**config.mk**
```make
export PLATFORM = sky130hd
export DESIGN_NAME = periodic_on_off_scheduler_top
export DESIGN_NICKNAME = d
export VERILOG_FILES = /design/src/posch_pkg.sv /design/src/posch_rem_unit.sv /design/src/periodic_on_off_scheduler_top.sv
export VERILOG_INCLUDE_DIRS = /design/src /design/src/src
export SDC_FILE = /design/constraint.sdc
export NUM_CORES = 1
export LEC_CHECK = 0
export ABC_AREA = 0
export BUFFER_PORTS_ARGS = -buffer_cell sky130_fd_sc_hd__buf_2
export CAP_MARGIN = 40
export CORE_ASPECT_RATIO = 0.75
export CORE_UTILIZATION = 66
export DETAILED_ROUTE_END_ITERATION = 7
export HOLD_SLACK_MARGIN = 0.1
export PLACE_DENSITY = 0.86
export SETUP_SLACK_MARGIN = 0.3
export SLEW_MARGIN = 20
export SYNTH_ARGS = -nofsm -noshare
export SYNTH_HDL_FRONTEND = slang
export SYNTH_SLANG_ARGS = --single-unit
```
**constraint.sdc**
```tcl
create_clock -name clk -period 11.4 [get_ports clk]
set_clock_uncertainty 0.05 [all_clocks]
set_input_delay 0.57 -clock clk [delete_from_list [all_inputs] [get_ports clk]]
set_output_delay 0.57 -clock clk [all_outputs]
set_load 0.1 [all_outputs]
```
**src/periodic_on_off_scheduler_top_macros.svh**
```systemverilog
// ----------------------------------------------------------------------------
// periodic_on_off_scheduler_top_macros.svh
// assertion helpers used by the scheduler top
// ----------------------------------------------------------------------------
`ifndef PERIODIC_ON_OFF_SCHEDULER_TOP_MACROS_SVH
`define PERIODIC_ON_OFF_SCHEDULER_TOP_MACROS_SVH

// same-cycle implication, reset masks the check
`define POSCH_ASSERT_IMP(lbl, clk, rst_n, ante, cons, msg) \
	lbl: assert property (@(posedge clk) disable iff (!rst_n) (ante) |-> (cons)) \
		else $error(msg);

// next-cycle implication, reset masks the check
`define POSCH_ASSERT_NXT(lbl, clk, rst_n, ante, cons, msg) \
	lbl: assert property (@(posedge clk) disable iff (!rst_n) (ante) |=> (cons)) \
		else $error(msg);

`endif

```
**src/posch_pkg.sv**
```systemverilog
// ----------------------------------------------------------------------------
// posch_pkg
// shared widths, register codes and control structs of the on/off scheduler
// ----------------------------------------------------------------------------
package posch_pkg;

	// field widths
	localparam int DUR_W    = 24;
	localparam int PERIOD_W = DUR_W + 1;
	localparam int NOW_W    = 32;
	localparam int ID_W     = 8;
	localparam int DATA_W   = 32;
	localparam int PADDR_W  = 4;

	// register indexes, taken from paddr[3:2]
	typedef logic [1:0] reg_idx_t;
	localparam reg_idx_t REG_ON_DURATION = 2'd0;
	localparam reg_idx_t REG_OFF_INTERVAL = 2'd1;
	localparam reg_idx_t REG_FIRST_EVENT = 2'd2;
	localparam reg_idx_t REG_EVENT_NUMBER = 2'd3;

	// remainder unit control and status
	typedef struct packed {
		logic start;
	} posch_rem_ctrl_t;

	typedef struct packed {
		logic busy;
		logic done;
	} posch_rem_stat_t;

endpackage

```
**src/posch_rem_unit.sv**
```systemverilog
// ----------------------------------------------------------------------------
// posch_rem_unit
// bit-serial restoring remainder unit: one dividend bit per cycle
// ----------------------------------------------------------------------------
module posch_rem_unit #(
	parameter int TIME_BITS = 32
) (
	input  logic                             clk,
	input  logic                             arst_n,
	input  posch_pkg::posch_rem_ctrl_t       ctrl,
	input  logic [TIME_BITS-1:0]             dividend,
	input  logic [posch_pkg::PERIOD_W-1:0]   divisor,
	output logic [posch_pkg::PERIOD_W-1:0]   rem,
	output posch_pkg::posch_rem_stat_t       stat
);
	import posch_pkg::*;

	localparam int CNT_W = $clog2(TIME_BITS);

	logic [TIME_BITS-1:0] dvd_q;
	logic [PERIOD_W-1:0]  rem_q;
	logic [CNT_W-1:0]     cnt_q;
	logic                 busy_q;
	logic                 done_q;

	logic [PERIOD_W:0]    shifted;
	logic [PERIOD_W+1:0]  diff;

	// trial subtract of the divisor from the shifted partial remainder
	assign shifted = {rem_q, dvd_q[TIME_BITS-1]};
	assign diff    = {1'b0, shifted} - {2'b00, divisor};

	// control
	always_ff @(posedge clk or negedge arst_n) begin
		if (!arst_n) begin
			busy_q <= 1'b0;
			done_q <= 1'b0;
			cnt_q  <= '0;
		end else begin
			done_q <= 1'b0;
			if (busy_q) begin
				cnt_q <= cnt_q - 1'b1;
				if (cnt_q == '0) begin
					busy_q <= 1'b0;
					done_q <= 1'b1;
				end
			end else if (ctrl.start) begin
				busy_q <= 1'b1;
				cnt_q  <= CNT_W'(TIME_BITS - 1);
			end
		end
	end

	// datapath
	always_ff @(posedge clk) begin
		if (busy_q) begin
			dvd_q <= {dvd_q[TIME_BITS-2:0], 1'b0};
			if (!diff[PERIOD_W+1]) begin
				rem_q <= diff[PERIOD_W-1:0];
			end else begin
				rem_q <= shifted[PERIOD_W-1:0];
			end
		end else if (ctrl.start) begin
			dvd_q <= dividend;
			rem_q <= '0;
		end
	end

	assign rem       = rem_q;
	assign stat.busy = busy_q;
	assign stat.done = done_q;

endmodule

```
**src/periodic_on_off_scheduler_top.sv**
```systemverilog
// ----------------------------------------------------------------------------
// periodic_on_off_scheduler_top
// on/off edge scheduler with catch-up over missed periods
// ----------------------------------------------------------------------------
// Usage: each request on the now channel (now_valid, now_stall, now_time)
// carries the current time. The block answers every request with exactly one
// result on the res channel (activate_pulse, deactivate_pulse, action_id,
// active_now, period_error). The APB port holds on_duration, off_interval,
// first_event_time (a write also loads the next edge time) and event_number;
// write it only while no request is in flight.
// Flow: a request with a zero period or an edge not yet due goes from
// CHECK straight to DONE; a due edge also passes DIV, BASE, PHASE and EDGE,
// and in DIV the bit-serial remainder unit retires one time bit per cycle.
// now_stall stays high while a request is being worked, so one request is
// in flight at a time; the next request is taken at the edge after res_valid
// rises. A finished result waits in the output register; the next request is
// taken while it waits, and a second result holds until res_stall drops.
// Reset clears the APB registers, the next edge time and the active flag.
// ----------------------------------------------------------------------------
`include "periodic_on_off_scheduler_top_macros.svh"

module periodic_on_off_scheduler_top #(
	parameter int TIME_BITS = 32
) (
	input  logic                              clk,
	input  logic                              arst_n,
	// request channel
	input  logic                              now_valid,
	output logic                              now_stall,
	input  logic [posch_pkg::NOW_W-1:0]       now_time,
	// result channel
	output logic                              res_valid,
	input  logic                              res_stall,
	output logic                              activate_pulse,
	output logic                              deactivate_pulse,
	output logic [posch_pkg::ID_W-1:0]        action_id,
	output logic                              active_now,
	output logic                              period_error,
	// register port
	input  logic                              psel,
	input  logic                              penable,
	input  logic                              pwrite,
	input  logic [posch_pkg::PADDR_W-1:0]     paddr,
	input  logic [posch_pkg::DATA_W-1:0]      pwdata,
	output logic [posch_pkg::DATA_W-1:0]      prdata,
	output logic                              pready
);
	import posch_pkg::*;

	// sequencer codes
	localparam logic [2:0] ST_IDLE  = 3'd0;
	localparam logic [2:0] ST_CHECK = 3'd1;
	localparam logic [2:0] ST_DIV   = 3'd2;
	localparam logic [2:0] ST_BASE  = 3'd3;
	localparam logic [2:0] ST_PHASE = 3'd4;
	localparam logic [2:0] ST_EDGE  = 3'd5;
	localparam logic [2:0] ST_DONE  = 3'd6;

	logic [2:0]           state_q;

	// registers
	logic [DUR_W-1:0]     on_duration_q;
	logic [DUR_W-1:0]     off_interval_q;
	logic [NOW_W-1:0]     first_event_q;
	logic [ID_W-1:0]      event_number_q;

	// scheduler state
	logic [TIME_BITS-1:0] next_q;
	logic                 active_q;
	logic [TIME_BITS-1:0] now_q;

	// pending result
	logic                 res_act_q;
	logic                 res_deact_q;
	logic                 res_err_q;

	// output register
	logic                 out_valid_q;
	logic                 out_act_q;
	logic                 out_deact_q;
	logic [ID_W-1:0]      out_id_q;
	logic                 out_active_q;
	logic                 out_err_q;

	logic                 cfg_wr;
	reg_idx_t             cfg_idx;
	logic                 now_acc;
	logic                 res_acc;
	logic [PERIOD_W-1:0]  period;
	logic                 due;
	logic [DUR_W-1:0]     phase_b;
	logic                 phase_hit;
	logic [DUR_W-1:0]     edge_b;
	logic [TIME_BITS-1:0] edge_sum;
	logic [TIME_BITS-1:0] phase_sum;

	posch_rem_ctrl_t      rem_ctrl;
	posch_rem_stat_t      rem_stat;
	logic [PERIOD_W-1:0]  rem;

	// handshakes
	assign cfg_wr    = psel && penable && pwrite && pready;
	assign cfg_idx   = paddr[3:2];
	assign now_stall = (state_q != ST_IDLE);
	assign now_acc   = now_valid && !now_stall;
	assign res_acc   = out_valid_q && !res_stall;
	assign pready    = 1'b1;

	// period and due test
	assign period = {1'b0, on_duration_q} + {1'b0, off_interval_q};
	assign due    = (next_q <= now_q);

	// phase correction: one add and one compare against the current phase length
	assign phase_b   = active_q ? off_interval_q : on_duration_q;
	assign phase_hit = (rem >= {1'b0, phase_b});
	assign phase_sum = next_q + TIME_BITS'(phase_b);

	// edge: on length only when turning on with a nonzero on duration
	assign edge_b   = (!active_q && (on_duration_q != '0)) ? on_duration_q : off_interval_q;
	assign edge_sum = next_q + TIME_BITS'(edge_b);

	assign rem_ctrl.start = (state_q == ST_CHECK) && (period != '0) && due;

	posch_rem_unit #(
		.TIME_BITS (TIME_BITS)
	) u_rem (
		.clk      (clk),
		.arst_n   (arst_n),
		.ctrl     (rem_ctrl),
		.dividend (now_q - next_q),
		.divisor  (period),
		.rem      (rem),
		.stat     (rem_stat)
	);

	// register read
	always_comb begin
		case (cfg_idx)
			REG_ON_DURATION:  prdata = DATA_W'(on_duration_q);
			REG_OFF_INTERVAL: prdata = DATA_W'(off_interval_q);
			REG_FIRST_EVENT:  prdata = DATA_W'(first_event_q);
			REG_EVENT_NUMBER: prdata = DATA_W'(event_number_q);
			default:          prdata = '0;
		endcase
	end

	// register write and scheduler sequencer
	always_ff @(posedge clk or negedge arst_n) begin
		if (!arst_n) begin
			on_duration_q  <= '0;
			off_interval_q <= '0;
			first_event_q  <= '0;
			event_number_q <= '0;
			next_q         <= '0;
			active_q       <= 1'b0;
			state_q        <= ST_IDLE;
			res_act_q      <= 1'b0;
			res_deact_q    <= 1'b0;
			res_err_q      <= 1'b0;
		end else begin
			if (cfg_wr) begin
				case (cfg_idx)
					REG_ON_DURATION:  on_duration_q  <= pwdata[DUR_W-1:0];
					REG_OFF_INTERVAL: off_interval_q <= pwdata[DUR_W-1:0];
					REG_FIRST_EVENT: begin
						first_event_q <= pwdata[NOW_W-1:0];
						next_q        <= TIME_BITS'(pwdata[NOW_W-1:0]);
					end
					REG_EVENT_NUMBER: event_number_q <= pwdata[ID_W-1:0];
					default: ;
				endcase
			end
			case (state_q)
				ST_IDLE: begin
					if (now_acc) begin
						state_q <= ST_CHECK;
					end
				end
				ST_CHECK: begin
					res_act_q   <= 1'b0;
					res_deact_q <= 1'b0;
					res_err_q   <= (period == '0);
					if ((period != '0) && due) begin
						state_q <= ST_DIV;
					end else begin
						state_q <= ST_DONE;
					end
				end
				ST_DIV: begin
					if (rem_stat.done) begin
						state_q <= ST_BASE;
					end
				end
				ST_BASE: begin
					// last period start not after now
					next_q  <= now_q - TIME_BITS'(rem);
					state_q <= ST_PHASE;
				end
				ST_PHASE: begin
					if (phase_hit) begin
						next_q   <= phase_sum;
						active_q <= !active_q;
					end
					state_q <= ST_EDGE;
				end
				ST_EDGE: begin
					next_q      <= edge_sum;
					res_act_q   <= !active_q;
					res_deact_q <= active_q;
					active_q    <= !active_q && (on_duration_q != '0);
					state_q     <= ST_DONE;
				end
				ST_DONE: begin
					if (!out_valid_q || !res_stall) begin
						state_q <= ST_IDLE;
					end
				end
				default: state_q <= ST_IDLE;
			endcase
		end
	end

	// request time capture
	always_ff @(posedge clk) begin
		if (now_acc) begin
			now_q <= TIME_BITS'(now_time);
		end
	end

	// output register valid
	always_ff @(posedge clk or negedge arst_n) begin
		if (!arst_n) begin
			out_valid_q <= 1'b0;
		end else if ((state_q == ST_DONE) && (!out_valid_q || !res_stall)) begin
			out_valid_q <= 1'b1;
		end else if (res_acc) begin
			out_valid_q <= 1'b0;
		end
	end

	// output register payload
	always_ff @(posedge clk) begin
		if ((state_q == ST_DONE) && (!out_valid_q || !res_stall)) begin
			out_act_q    <= res_act_q;
			out_deact_q  <= res_deact_q;
			out_id_q     <= event_number_q;
			out_active_q <= active_q;
			out_err_q    <= res_err_q;
		end
	end

	assign res_valid        = out_valid_q;
	assign activate_pulse   = out_act_q;
	assign deactivate_pulse = out_deact_q;
	assign action_id        = out_id_q;
	assign active_now       = out_active_q;
	assign period_error     = out_err_q;

	// checks
	`POSCH_ASSERT_IMP(a_err_no_pulse, clk, arst_n, res_valid && period_error,
		!activate_pulse && !deactivate_pulse, "pulse with period error")
	`POSCH_ASSERT_IMP(a_pulse_excl, clk, arst_n, res_valid,
		!(activate_pulse && deactivate_pulse), "both pulses set")
	`POSCH_ASSERT_IMP(a_deact_inactive, clk, arst_n, res_valid && deactivate_pulse,
		!active_now, "active after deactivate")
	`POSCH_ASSERT_NXT(a_accept_check, clk, arst_n, now_acc, state_q == ST_CHECK,
		"request not checked")

endmodule

```
-- Yosys cells after proc, flatten, opt, wreduce, memory -nomap -nowiden
Index checks and enable logic that the tools add are counted.
- bits in registers: 236
- word-level logic and storage cells: 106
- add/sub/neg operators: 7
- $lt $le $gt $ge: 2
- equal/unequal tests: 13
- multiplexer cells: 30
- reduce and logical (&&, ||, !) cells: 31
- operators by type and width (cell ; count):
    32-bit two-way mux ; 5
    32-bit case mux with 4 select lines ; 1
    32-bit case mux with 3 select lines ; 1
    25-bit two-way mux ; 3
    32-bit by 24-bit adder with 32-bit output ; 2
    24-bit two-way mux ; 2
    32-bit <= comparator ; 1
    32-bit by 25-bit subtractor with 32-bit output ; 1
    32-bit subtractor ; 1
    26-bit by 25-bit subtractor with 27-bit output ; 1
    24-bit by 24-bit adder with 25-bit output ; 1
    25-bit by 24-bit >= comparator with 1-bit output ; 1
    25-bit zero test ; 1
    25-bit nonzero test ; 1
    24-bit nonzero test ; 1
    3-bit case mux with 7 select lines ; 1
    3-bit two-way mux ; 4
    5-bit two-way mux ; 2
    2-bit AND reduction ; 5
    3-bit equality test, second input constant ; 3
    1-bit logical AND ; 9
    1-bit two-way mux ; 8
    2-bit nonzero test ; 4
    3-bit by 2-bit equality test with 1-bit output, second input constant ; 2
    14 further kinds ; 22

-- Longest topological paths before layout
- depth in word-level cells: 6
- depth in mapped cells: 24
- gate-level depth less buffers: 23

-- By module
Synthesis repeated with hierarchy kept, for this count alone.
- cells, all modules: 2301
- area total of the unflattened synthesis: 19842.8 sq um
- by module, submodules not included (module ; times used ; cells an instance ; area each (sq um)):
    periodic_on_off_scheduler_top ; 1 ; 1891 ; 15701.3
    posch_rem_unit ; 1 ; 410 ; 4141.5

-- Worst setup path after synthesis
No wires, ideal clock.
- path type: register to register
- start: register on_duration_q[3]
- end: register u_rem.rem_q[22], in the netlist u_rem.rem[22], data pin
- library setup time: 254 ps
- data arrival time: 4504 ps
- path slack: 6591 ps
- cell stages (with the launch flop): 23
- buffers on the path: 1
- period minus slack after synthesis: 4809 ps
- path through: dfrtp_1 ha_1 a21o_1 a22o_1 o211ai_4 o21bai_1 a21o_1 a21oi_1 xor2_1 ha_1 nand4_1 nor2_1 a211oi_1 o21ai_1 o22ai_1 a22oi_1 o32ai_2 a211oi_2 o311a_1 nand2b_4 buf_6 and3_1 o21a_1
- longest elaborated chain between the ends: 4
- RTL lines (element ; RTL line ; text):
    start, declared ; periodic_on_off_scheduler_top.sv:62 ; logic [DUR_W-1:0] on_duration_q;
    start signal, assigned ; periodic_on_off_scheduler_top.sv:163 ; REG_ON_DURATION: on_duration_q <= pwdata[DUR_W-1:0];
    24-bit by 24-bit adder with 25-bit output ; periodic_on_off_scheduler_top.sv:110 ; assign period = {1'b0, on_duration_q} + {1'b0, off_interval_q};
    26-bit by 25-bit subtractor with 27-bit output ; posch_rem_unit.sv:31 ; assign diff = {1'b0, shifted} - {2'b00, divisor};
    25-bit two-way mux ; posch_rem_unit.sv:58 ; if (!diff[PERIOD_W+1]) begin
    25-bit two-way mux ; posch_rem_unit.sv:56 ; if (busy_q) begin
    end signal, assigned ; posch_rem_unit.sv:59 ; rem_q <= diff[PERIOD_W-1:0];
    end signal, assigned ; posch_rem_unit.sv:61 ; rem_q <= shifted[PERIOD_W-1:0];
    end, declared ; posch_rem_unit.sv:21 ; logic [PERIOD_W-1:0] rem_q;
Every way passes these cells.
A chain may end at the register's enable or synchronous reset.

-- Worst setup path in the final report
- start: register on_duration_q[3]
- end: register u_rem.rem_q[17], in the netlist u_rem.rem[17], data pin
The elaborated chain is that of the path after synthesis.

==> reports/results.txt <==
outcome -> complete, no violations
layout net count -> 2,632
RSZ-0062 raised after global routing -> no
Setup crit start kind -> flop
clock tree root buffer cell -> clkbuf_16
Fin Hold WS -> 0.114 ns
DRT Pass-1 Iters -> 7
GRT Resource Usage Total -> 41.8%
Clock Latency Late Sink -> 0.58 ns
number of global-route vias before repair -> 17,400
Syn Area/Cell -> 8.76 um2
GPL Wtd Cong -> 1.04
postcts setup bufs -> 0
Crit Path Category -> reg2reg
cts hold-fix bufs -> 1
fraction of registers with async set/reset -> 57.2%
period utilization -> 56.5%
cell count of the worst reg-to-reg path -> 21
Final Max Tran Viols -> 0
die width -> 203 um
Total Routed Length -> 65.8 mm
Setup violations, final -> 0
Die Height -> 153 um
grt ovf -> 0
Synth warnings -> 0
Post-synth EDFFs -> 100
initial antenna violation count -> 4
post-synthesis cell count -> 2,281
clock transition at the registers of the reported paths -> 0.07 ns
CP startpoint -> on_duration_q[3]
initial cell density of the core -> 68.0%
# rows -> 54
Post-Syn Nets -> 2,540
ANT nets after route -> 0
ys flop type -> dfrtp_1
Slew HR -> 27.1%
Hold Path Cell Cnt -> 1
Max Root-Sink Buffers -> 3
pin count of the biggest net entering global routing -> 73
Synth Register Bits -> 236
Vias -> 19,000
R2R Setup Slk -> 4.95 ns
total CTS buffers -> 27
Port Buffers -> 118
Post-CTS Resized -> 0
Layout area overhead -> 9.69%
max cap viols -> 0
Wirelength per Cell -> 23.6 um
CTS tree -> built
Worst-Margin Slew -> 1.08 ns
routed vias/inst -> 6.83
core area -> 29,400 um2
Synth cell types -> 98
# IOs -> 122
die area -> 31,000 um2
H-tree lvl count -> 1
achievable clock frequency -> 155 MHz
WP data arrival -> 6.71 ns
Post-route DRC -> 0
Final Hold Viols -> 0
DP HPWL -> 49.8 mm
Tmin final -> 6.45 ns
Initial DRC Count -> 2,332
Worst Hold Launch -> now_time[30]
Seq/Total Area, Yosys -> 32.0%
Cell Area, Synth -> 20,000 um2
CP Max Fanout -> 30
CP endpoint kind -> flop
clock tree sinks -> 236
Worst EP required -> 11.66 ns
first-pass GRT wire length -> 100 mm
Worst Hold Class -> in2reg
fraction of layout cells with a size suffix above 1 -> 14.0%
r2r startpoint -> on_duration_q[3]
reg-to-reg endpoint -> u_rem.rem[17]
post-route setup TNS -> 0 ns
Hold EP -> now_q[30]
==> kinds of logic (layout without fill, tap and decap cells) <==
| kind of cell | count (synthesis) | in the layout | share of synthesized area (%) |
|---|---|---|---|
| AND/OR/NAND/NOR | 756 | 756 | 17.6 |
| AO/OA/AOI/OAI | 650 | 650 | 22.5 |
| flip-flops | 236 | 236 | 32.0 |
| buffers and inverters | 220 | 333 | 4.43 |
| adder cells (fa/ha/maj) | 186 | 186 | 11.8 |
| XOR/XNOR | 134 | 134 | 5.87 |
| multiplexers | 98 | 98 | 5.77 |
| other | 1 | 3 | 0.0188 |
==> layout make-up <==
class	count	area (um2)
fillers	2176	7470
clock buffers	33	718
diodes	2	5.00
well taps	392	490
clock inverters	17	220
flip-flops and latches	236	6400
repair buffers	149	862
inverters	134	503
multi-input cells	1825	12700
==> state kept, by name, indices dropped and copies added, names as in the netlist, 3 cells and up <==
| signal | flops |
|---|---|
| state_q | 3 |
| action_id | 8 |
| event_number_q | 8 |
| u_rem.dvd_q | 32 |
| now_q | 32 |
| off_interval_q | 24 |
| next_q | 32 |
| on_duration_q | 24 |
| first_event_q | 32 |
| u_rem.rem | 25 |
| u_rem.cnt_q | 5 |
==> cell usage after synthesis (all sizes together), types with 13 or more instances <==
library cell	instances	area share, %
o211ai	15	0.63
nand2b	58	1.9
xor2	54	2.4
or3	18	0.59
nor2b	20	0.63
clkbuf	72	1.4
buf	14	0.55
nand4	16	0.50
o31ai	39	2.2
dfrtp	135	17
inv	133	2.5
mux2	58	3.3
o21ai	130	3.3
a211oi	30	1.4
nand3	42	1.1
xnor2	80	3.5
ha	178	11
nor4	14	0.44
a21o	80	3.0
nor2	131	2.5
a31oi	27	0.85
a21boi	13	0.49
nand2	340	6.4
o21a	30	1.1
mux2i	32	1.6
o21bai	19	0.71
edfxtp	100	15
and2	40	1.3
nor3	36	0.90
a21oi	165	4.2
==> metal layers <==
| layer | GRT usage [%] | up-vias | routed length [um] |
|---|---|---|---|
| met5 | 0 | - | 26 |
| met4 | 10.8 | 4 | 1890 |
| met3 | 14.5 | 139 | 9920 |
| met2 | 58.3 | 1261 | 26800 |
| met1 | 61.2 | 9221 | 27100 |
| li1 | - | 8420 | - |
==> cells in the final DEF, fill, tap and decap left out, drive strengths merged, types with 80 or more instances in the layout <==
cell	n
nor2	131
edfxtp	100
inv	139
xnor2	80
nand2	340
a21oi	165
ha	178
o21ai	130
buf	147
a21o	80
dfrtp	135
==> worst max-delay path, stage by stage (launching register included) <==
cell      delay [ns]
dfrtp_1         0.51
ha_1            0.43
a21o_1          0.20
a22o_1          0.29
o211ai_4        0.37
o21bai_1        0.21
a21o_1          0.22
a21oi_1         0.18
xor2_1          0.47
ha_1            0.30
nand4_1         0.15
nor2_1          0.11
nand3_1         0.08
o21ai_1         0.38
o22ai_1         0.19
a221oi_1        0.37
o32ai_2         0.16
a211oi_2        0.36
o311a_1         0.31
nand2b_4        0.45
a211oi_2        0.15
a31o_1          0.22
==> worst max-delay path by stage <==
stage                         end  slack, ns  depth (start not counted)
detailed placement  u_rem.rem[17]       5.30                         21
global route        u_rem.rem[17]       4.77                         21
CTS                 u_rem.rem[17]       5.25                         21
global placement    u_rem.rem[16]       5.52                         21
finish              u_rem.rem[17]       4.95                         21
floorplan           u_rem.rem[22]       6.59                         22
==> metrics by stage <==
stage | std cells | setup slack [ns] | util (%) | area (um2)
2_1_floorplan | 2281 | 6.59 | - | 20000
3_3_place_gp | 2725 | 5.52 | 71.0 | 20900
3_5_place_dp | 2730 | 5.30 | 71.1 | 20900
4_1_cts | 2781 | 5.25 | 74.3 | 21800
5_1_grt | 2786 | 4.77 | 74.6 | 21900
6_report | 2788 | 4.95 | 74.6 | 21900
Power is left out: the tool's default activity adds up to more than one toggle a clock period on the data nets, which glitch-free logic cannot reach.
